==> src/sv/rmg_pkg.sv <==
// Shared types, register indexes and arithmetic helpers of the revolution mesh generator
`default_nettype none
package rmg_pkg;

    localparam int COORD_W   = 24;
    localparam int TRIG_W    = 16;
    localparam int TRIG_FRAC = 14;
    localparam int NORM_W    = 48;
    localparam int COL_W     = 6;
    localparam int STEPS_W   = 7;
    localparam int DIFF_W    = COORD_W + 1;
    localparam int PROD_W    = 2 * DIFF_W;
    localparam int ROT_W     = COORD_W + TRIG_W;

    localparam int CFG_IDX_W  = 2;
    localparam int CFG_DATA_W = 16;
    localparam logic [CFG_IDX_W-1:0] CFG_RING_STEPS = 2'd0;
    localparam logic [CFG_IDX_W-1:0] CFG_COS_STEP   = 2'd1;
    localparam logic [CFG_IDX_W-1:0] CFG_SIN_STEP   = 2'd2;

    localparam logic [STEPS_W-1:0]       RESET_RING_STEPS = 7'd32;
    localparam logic signed [TRIG_W-1:0] RESET_COS_STEP   = 16'sd16069;
    localparam logic signed [TRIG_W-1:0] RESET_SIN_STEP   = 16'sd3196;

    typedef struct packed {
        logic signed [COORD_W-1:0] profile_radius;
        logic signed [COORD_W-1:0] profile_height;
        logic                      new_profile;
    } t_in;

    typedef struct packed {
        logic signed [COORD_W-1:0] vertex_x;
        logic signed [COORD_W-1:0] vertex_y;
        logic signed [COORD_W-1:0] vertex_z;
        logic [COL_W-1:0]          column;
        logic signed [NORM_W-1:0]  normal_x;
        logic signed [NORM_W-1:0]  normal_y;
        logic signed [NORM_W-1:0]  normal_z;
        logic                      normal_valid;
        logic                      last_in_ring;
    } t_out;

    typedef struct packed {
        logic signed [COORD_W-1:0] x;
        logic signed [COORD_W-1:0] y;
        logic signed [COORD_W-1:0] z;
    } t_vtx;

    // controller to datapath
    typedef struct packed {
        logic start;
        logic load_first;
        logic prep;
        logic sum;
        logic advance;
        logic last;
    } t_cmd;

    // round half up, floor shift by the trig fraction, saturate to a coordinate
    function automatic logic signed [COORD_W-1:0] rot_round_sat(
        input logic signed [ROT_W:0] p
    );
        logic signed [ROT_W:0] t;
        t = (p + (ROT_W+1)'(1 << (TRIG_FRAC - 1))) >>> TRIG_FRAC;
        if (t > (ROT_W+1)'(8388607))
            return 24'sh7FFFFF;
        else if (t < -(ROT_W+1)'(8388608))
            return 24'sh800000;
        else
            return t[COORD_W-1:0];
    endfunction

    function automatic logic signed [NORM_W-1:0] norm_sat(
        input logic signed [PROD_W:0] v
    );
        if (v > (PROD_W+1)'(48'sh7FFF_FFFF_FFFF))
            return 48'sh7FFF_FFFF_FFFF;
        else if (v < -(PROD_W+1)'(49'sh0_8000_0000_0000))
            return 48'sh8000_0000_0000;
        else
            return v[NORM_W-1:0];
    endfunction

endpackage
`default_nettype wire

==> src/sv/rmg_ctrl.sv <==
// Column sequencer of the revolution mesh generator
`default_nettype none
module rmg_ctrl #(
    parameter int MAX_RING_STEPS = 64
) (
    input  wire                                    i_clk,
    input  wire                                    i_rst_n,
    input  wire                                    i_in_valid,
    output logic                                   o_in_ready,
    output logic                                   o_out_valid,
    input  wire                                    i_out_ready,
    input  wire  [$clog2(MAX_RING_STEPS+1)-1:0]    i_ring_n,
    output rmg_pkg::t_cmd                          o_cmd,
    output logic [$clog2(MAX_RING_STEPS)-1:0]      o_col,
    output logic [$clog2(MAX_RING_STEPS)-1:0]      o_rd_addr
);
    localparam int IDX_W = $clog2(MAX_RING_STEPS);
    localparam int CNT_W = $clog2(MAX_RING_STEPS + 1);

    typedef enum logic [2:0] {
        S_IDLE, S_FETCH0, S_ROT, S_PREP, S_DIFF, S_MUL, S_SUM, S_OUT
    } t_state;

    t_state           r_state;
    logic [IDX_W-1:0] r_col;
    logic             last;
    logic [IDX_W-1:0] next_col;
    logic             start;

    assign last     = (CNT_W'(r_col) + CNT_W'(1)) == i_ring_n;
    assign next_col = last ? '0 : IDX_W'(r_col + IDX_W'(1));
    assign start    = (r_state == S_IDLE) && i_in_valid && (i_ring_n != '0);

    assign o_in_ready  = (r_state == S_IDLE);
    assign o_out_valid = (r_state == S_OUT);
    assign o_col       = r_col;
    assign o_rd_addr   = (r_state == S_FETCH0) ? '0 : next_col;

    always_comb begin
        o_cmd            = '0;
        o_cmd.start      = start;
        o_cmd.load_first = (r_state == S_ROT) && (r_col == '0);
        o_cmd.prep       = (r_state == S_PREP);
        o_cmd.sum        = (r_state == S_SUM);
        o_cmd.advance    = (r_state == S_OUT) && i_out_ready && !last;
        o_cmd.last       = last;
    end

    always_ff @(posedge i_clk) begin
        if (!i_rst_n) begin
            r_state <= S_IDLE;
            r_col   <= '0;
        end else begin
            case (r_state)
                S_IDLE: begin
                    r_col <= '0;
                    if (start) r_state <= S_FETCH0;
                end
                S_FETCH0: r_state <= S_ROT;
                S_ROT:    r_state <= S_PREP;
                S_PREP:   r_state <= S_DIFF;
                S_DIFF:   r_state <= S_MUL;
                S_MUL:    r_state <= S_SUM;
                S_SUM:    r_state <= S_OUT;
                S_OUT: begin
                    if (i_out_ready) begin
                        if (last) begin
                            r_state <= S_IDLE;
                        end else begin
                            r_col   <= next_col;
                            r_state <= S_ROT;
                        end
                    end
                end
                default: r_state <= S_IDLE;
            endcase
        end
    end
endmodule
`default_nettype wire

==> config.mk <==
export PLATFORM = sky130hd
export DESIGN_NAME = rmg_ctrl
export DESIGN_NICKNAME = d
export VERILOG_FILES = /design/src/sv/rmg_pkg.sv /design/src/sv/rmg_ctrl.sv
export SDC_FILE = /design/constraint.sdc
export NUM_CORES = 1
export LEC_CHECK = 0
export ABC_AREA = 1
export BUFFER_PORTS_ARGS = -buffer_cell sky130_fd_sc_hd__buf_2
export CAP_MARGIN = 20
export CORE_MARGIN = 2
export CORE_UTILIZATION = 51
export DETAILED_ROUTE_END_ITERATION = 10
export PLACE_DENSITY_LB_ADDON = 0.08
export SLEW_MARGIN = 10
export SYNTH_ARGS = -nofsm -noshare
export SYNTH_HDL_FRONTEND = slang
export SYNTH_SLANG_ARGS = --single-unit
export TNS_END_PERCENT = 20
==> constraint.sdc <==
create_clock -name i_clk -period 2.76 [get_ports i_clk]
set_input_delay 0.552 -clock i_clk [delete_from_list [all_inputs] [get_ports i_clk]]
set_output_delay 0.552 -clock i_clk [all_outputs]
set_load 0.05 [all_outputs]
==> results_dict.tcl, run 1 <==
set metrics [dict create \
    status "finished clean" \
    final_cell_area_um2 1120 \
    crit_type "flip-flop to output pin" \
    drive_gt1_share_pct 36.0 \
    via_per_inst 5.37 \
    setup_viol 0 \
    yosysSeqAreaShare_pct 22.3 \
    antenna_found_initial 0 \
    grt_pass1_wl_um 3800 \
    p_leak_uw 0.000550 \
    crit_path_max_fanout 8 \
    grt_max_degree 11 \
    htreeDepth 1 \
    worstPathRequired_ns 2.21 \
    cts.sinks 9 \
    critPathMaxStageDelay_ns 0.41 \
    finalHoldViolations 0 \
    dp_slack_ns 0.258 \
    synth_nets 152 \
    ir_worst_vdd_uv 342 \
    syn_inst 139 \
    fin_crit_sh_pct 94.7 \
    start_kind "flip-flop" \
    coreArea_um2 1490 \
    via_count 1009 \
    drv_cap 0 \
    die_w_um 43.8 \
    synth_top_area_share_pct 22.3 \
    crit_buf_inv 4 \
    power_density_nw_per_um2 306 \
    antenna_left 0 \
    start_util_pct 54.2 \
    ys_ff_latch 9 \
    synth_top_area_cell "dfxtp_1" \
    wirelength_um 2290 \
    fillCellCount 129 \
    cts_root_buf "clkbuf_4" \
    cts_buffers 3 \
    die-height_um 43.8 \
    worst_pin_slew_ns 0.296 \
    cts_buffer_depth 2 \
    clk_pin_slew_worst_paths_ns 0.06 \
    rsz0062_at_grt "false" \
    io_buffers 30 \
    fmax_mhz 382 \
    dpl_cell_area_um2 1050 \
    postCtsSetupBuffers 0 \
    hpwl_um 1860 \
    synth_area_per_cell_um2 5.81 \
    path_cells "inv_2 > ha_4 > inv_2 > nand2_1 > nand3_1 > nor2_1 > nand2_1 > nor2_4 > nand2_4 > inv_6 > nor3_4 > clkbuf_4" \
    path_delay_family "simple AND/OR/NAND/NOR gates" \
    ctsHoldBuffers 0 \
    end_kind "output pin" \
    slew_headroom_pct 80.2 \
    num_io_pins 31 \
    area_delta_synth_final_pct 38.6 \
    num_rows 14 \
    fin_crit_ns 2.61 \
    hold_path.class "flip-flop to flip-flop" \
    drv_slew 0 \
    die_area_um2 1920 \
    routedWlPerCell_um 12.2 \
    grt_pass1_vias 920 \
    n_antenna_cell 0 \
    cp_slowest_cell "dfxtp_4" \
    layout_setup_ws_ns 0.145 \
    drcViolationCount 0 \
    synth_area_um2 807 \
    finalClockSkew_ns 0.00247 \
    insertion_delay_ns 0.25 \
    yosysWarnings 0 \
    cp.arrival_ns 2.06 \
    grt_use_total_pct 26.8 \
    synth_area_leaders "dfxtp_1 22%, nand2_1 17%, inv_1 9.8%" \
    first_pass_iters 4 \
    drtIter0Drc 33 \
    netlist-cell-type-count 21 \
    fin_nets 186 \
    place_congestion 0.869 \
    cts_tree "yes" \
    grt-ovfl-total 0 \
]
==> stage by stage <==
| stage | hold slack [ns] | util [%] | TNS [ns] | total power [µW] | cells |
|---|---|---|---|---|---|
| final | 0.504 | 75.1 | 0 | 342 | 188 |
| after detailed placement | 0.499 | 70.8 | 0 | 244 | 184 |
| after floorplan | 0.546 | - | -0.00300 | 216 | 139 |
| after CTS | 0.509 | 72.9 | 0 | 344 | 188 |
| after global routing | 0.542 | 75.1 | 0 | 365 | 188 |
| after global placement | 0.474 | 70.8 | 0 | 242 | 184 |
==> registers in the layout, summed over array words and instances (netlist names) <==
register	cells
o_col	6
r_state	3
==> metal layers <==
layer  GRT usage, %  vias to the layer above  part of all wire (%)
li1               -                      517                     -
met2           42.6                       39                    49
met1           34.7                      447                    44
met3           2.92                        6                   5.1
met5              0                        -                     0
met4           15.8                        0                   2.2
==> worst paths after layout <==
check | from | end | slack (ns) | cells past startpoint
max | o_col[0]$_SDFFE_PN0P_ | o_rd_addr[0] | 0.15 | 12
min | o_col[4]$_SDFFE_PN0P_ | o_col[4]$_SDFFE_PN0P_ | 0.50 | 2
max reg2reg | o_col[0]$_SDFFE_PN0P_ | o_col[2]$_SDFFE_PN0P_ | 0.88 | 12
min reg2reg | o_col[4]$_SDFFE_PN0P_ | o_col[4]$_SDFFE_PN0P_ | 0.50 | 2
==> synthesized netlist by cell type <==
master    number
a211oi_1       1
nand2_1       37
nand3_2        1
nor4_1         2
nand3_1       14
o21ai_0        1
nor2_4         3
nor2_1        12
nor3_1         8
or2_1          1
a21oi_1        9
clkinv_1       1
nand2_2        5
inv_1         21
buf_4          2
inv_2          2
nand4_1        5
nand3b_1       1
dfxtp_1        9
ha_1           2
nor2_2         2
==> repair_timing <==
item | CTS | global route
endpoints found under the setup margin | 2 | 8
resized for setup | 2 | 8
gates cloned | 0 | 0
==> report_power, final <==
group          leakage (µW)  total (µW)  switching (µW)  internal (µW)
logic              0.000459         110            78.5           31.7
registers         0.0000759         135            3.43            131
clock network     0.0000150        97.3            41.9           55.4
==> kinds of logic after synthesis <==
| family | after synthesis | synth area share [%] |
|---|---|---|
| flip-flops | 9 | 22.3 |
| buffers and inverters | 26 | 13.0 |
| AO/OA/AOI/OAI | 11 | 7.13 |
| AND/OR/NAND/NOR | 91 | 54.4 |
| adder cells (fa/ha/maj) | 2 | 3.10 |
==> cell usage in the layout (no fill, tap or decap), drive strengths merged <==
cell type	count
nor3	8
nand4	5
nor2	17
dfxtp	9
a211oi	1
nand3	15
nand2	42
or2	1
ha	2
clkbuf	6
buf	29
clkinv	1
a21oi	9
nand3b	1
inv	23
nor4	2
o21ai	1
==> cell type report <==
cell class / instances / area [µm²] / share of cell area (%)
multi-input combinational: 104 / 614 / 54.9
timing repair buffer: 31 / 171 / 15.3
clock buffer: 4 / 26.3 / 2.35
sequential: 9 / 191 / 17.1
tap: 16 / 20.0 / 1.79
inverter: 24 / 95.1 / 8.50
==> tightest hold or removal path: cells and delay by family, from the launching register on <==
kind               cells  cell delay [ns]
AOI/OAI and AO/OA      1             0.06
DFF                    1             0.34
and+or+nand+nor        1             0.06
Note: power is estimated with default switching activity, not from simulation.
==> run 2, diff against run 1 <==
--- a/config.mk
+++ b/config.mk
@@ -9,7 +9,7 @@
 export BUFFER_PORTS_ARGS = -buffer_cell sky130_fd_sc_hd__buf_2
 export CAP_MARGIN = 20
 export CORE_MARGIN = 2
-export CORE_UTILIZATION = 51
+export CORE_UTILIZATION = 43
 export DETAILED_ROUTE_END_ITERATION = 10
 export PLACE_DENSITY_LB_ADDON = 0.08
 export SLEW_MARGIN = 10
==> constraint.sdc (replaced) <==
create_clock -name i_clk -period 2.25 [get_ports i_clk]
set_input_delay 0.45 -clock i_clk [delete_from_list [all_inputs] [get_ports i_clk]]
set_output_delay 0.45 -clock i_clk [all_outputs]
set_load 0.05 [all_outputs]
==> run 2 against run 1 <==
Against the previous run:
- the run now ends with negative setup slack left
- core utilization is 3.2 points lower
- worst hold slack better by 0.0044 ns
- clock skew is 0.0031 ns higher
- clock power is 29% higher
- clock-buffer cell count stayed put
- die area is 17% higher
- sequential share of layout area is 1.9 points lower
- design area is 12% higher
- wire length is 9.6% higher
- setup slack worse by 0.25 ns
==> results_dict.tcl, run 2 (synthesized netlist as in run 1, its figures left out) <==
set metrics [dict create \
    htreeDepth 1 \
    cts_root_buf "clkbuf_4" \
    cts_buffers 3 \
    insertion_delay_ns 0.26 \
    worst_pin_slew_ns 0.353 \
    finalHoldViolations 0 \
    die_area_um2 2240 \
    grt_max_degree 11 \
    via_count 1039 \
    crit_path_max_fanout 7 \
    cp_slowest_cell "dfxtp_4" \
    drive_gt1_share_pct 41.5 \
    hold_path_startpoint "o_col[4]$_SDFFE_PN0P_" \
    num_io_pins 31 \
    start_kind "flip-flop" \
    worstReg2RegEnd "o_col[4]$_SDFFE_PN0P_" \
    crit_buf_inv 2 \
    reg2reg_from "o_col[0]$_SDFFE_PN0P_" \
    path_delay_family "simple AND/OR/NAND/NOR gates" \
    cts.sinks 9 \
    first_pass_iters 4 \
    reg2reg_setup_slack_ns 0.39 \
    fin_nets 197 \
    final_cell_area_um2 1260 \
    via_per_inst 5.00 \
    die-height_um 47.3 \
    antenna_found_initial 0 \
    routedWlPerCell_um 12.1 \
    fin_crit_sh_pct 105 \
    finalClockSkew_ns 0.00552 \
    post-route-util_pct 72.0 \
    clk_pin_slew_worst_paths_ns 0.06 \
    cp.arrival_ns 1.91 \
    grt-ovfl-total 0 \
    final_cell_mix "36 x nand2_1, 22 x buf_2, 19 x inv_1, 14 x nand3_1, 12 x buf_4" \
    fin_crit_ns 2.36 \
    n_antenna_cell 0 \
    worst_r2r_path_depth 14 \
    hold_path.class "flip-flop to flip-flop" \
    fin_total_pwr_uw 426 \
    min_to "o_col[4]$_SDFFE_PN0P_" \
    io_buffers 30 \
    end_kind "output pin" \
    cts_buffer_depth 2 \
    p_leak_uw 0.000595 \
    hpwl_um 2020 \
    drcViolationCount 0 \
    drv_cap 0 \
    drv_slew 0 \
    area_delta_synth_final_pct 55.7 \
    layout_setup_ws_ns -0.108 \
    cts_tree "yes" \
    power_density_nw_per_um2 339 \
    antenna_left 0 \
    largest_reg_flops 6 \
    grt_pass1_wl_um 3930 \
    slew_headroom_pct 76.2 \
    whs_path_depth 2 \
    worstPathRequired_ns 1.80 \
    final_common_cell "nand2_1" \
    rsz0062_at_grt "true" \
    status "finished with violations" \
    num_rows 15 \
    fmax_mhz 424 \
    path_cells "ha_4 > nand2_2 > nor2_1 > nand2_1 > or2_1 > nand2_1 > nor2_2 > nand2_2 > inv_6 > nor3_4 > buf_6" \
    drtIter0Drc 18 \
    crit_path_start "o_col[0]$_SDFFE_PN0P_" \
    wirelength_um 2510 \
    fillCellCount 180 \
    crit_type "flip-flop to output pin" \
    coreArea_um2 1750 \
    grt_use_total_pct 25.3 \
    place_congestion 0.952 \
    ir_worst_vdd_uv 260 \
    setup_viol 8 \
    start_util_pct 46.2 \
    grt_pass1_vias 932 \
    die_w_um 47.3 \
    ctsHoldBuffers 0 \
    critPathMaxStageDelay_ns 0.38 \
    violations "negative setup slack" \
    dpl_cell_area_um2 1110 \
]
## run 2: routing by layer
layer | track usage (%) | part of all wire, %
met1 | 30.8 | 44
met4 | 13.3 | 1.9
met3 | 1.54 | 4.3
met5 | 0 | 0
met2 | 44.1 | 50
## run 2: how the worst max path moves through the flow
stage                   endpoint  depth (start not counted)
floorplan           o_rd_addr[4]                         11
global placement        o_cmd[0]                         11
detailed placement      o_cmd[0]                         11
CTS                 o_rd_addr[5]                         11
global route        o_rd_addr[1]                         11
finish              o_rd_addr[1]                         11
## run 2: metrics by stage
step	setup WS [ns]	hold slack (ns)	TNS [ns]	cells
floorplan	-0.386	0.546	-1.30	139
global placement	0.0682	0.490	0	198
detailed placement	0.0186	0.505	0	198
CTS	-0.107	0.514	-0.670	208
global route	-0.239	0.525	-1.67	208
finish	-0.108	0.509	-0.715	208
## run 2: timing repair
| action | in CTS | in global routing |
|---|---|---|
| pin swaps | 9 | 0 |
| resized for setup | 23 | 0 |
| endpoints found under the setup margin | 8 | 8 |
| setup buffers | 6 | 0 |
## run 2: power breakdown
part / internal (µW) / total [µW] / leakage, µW / switching (µW)
registers: 161 / 164 / 0.0000759 / 3.13
logic: 42.1 / 136 / 0.000504 / 94.4
clock network: 68.4 / 126 / 0.0000150 / 57.4
## run 2: cell type report
cell class	instances	area, µm²	share of cell area [%]
repair buffers	42	290	23.1
multi-input cells	104	619	49.3
inverters	24	97.6	7.77
well taps	25	31.3	2.49
flip-flops and latches	9	191	15.2
clock buffers	4	26.3	2.09
## run 2: worst reg2reg max path, delay by kind of cell, from the launching register on
| family | cells | cell delay [ns] |
|---|---|---|
| compound gates | 1 | 0.07 |
| flops | 1 | 0.38 |
| fa+ha+maj | 1 | 0.15 |
| buf+inv | 3 | 0.34 |
| simple gates | 9 | 0.78 |
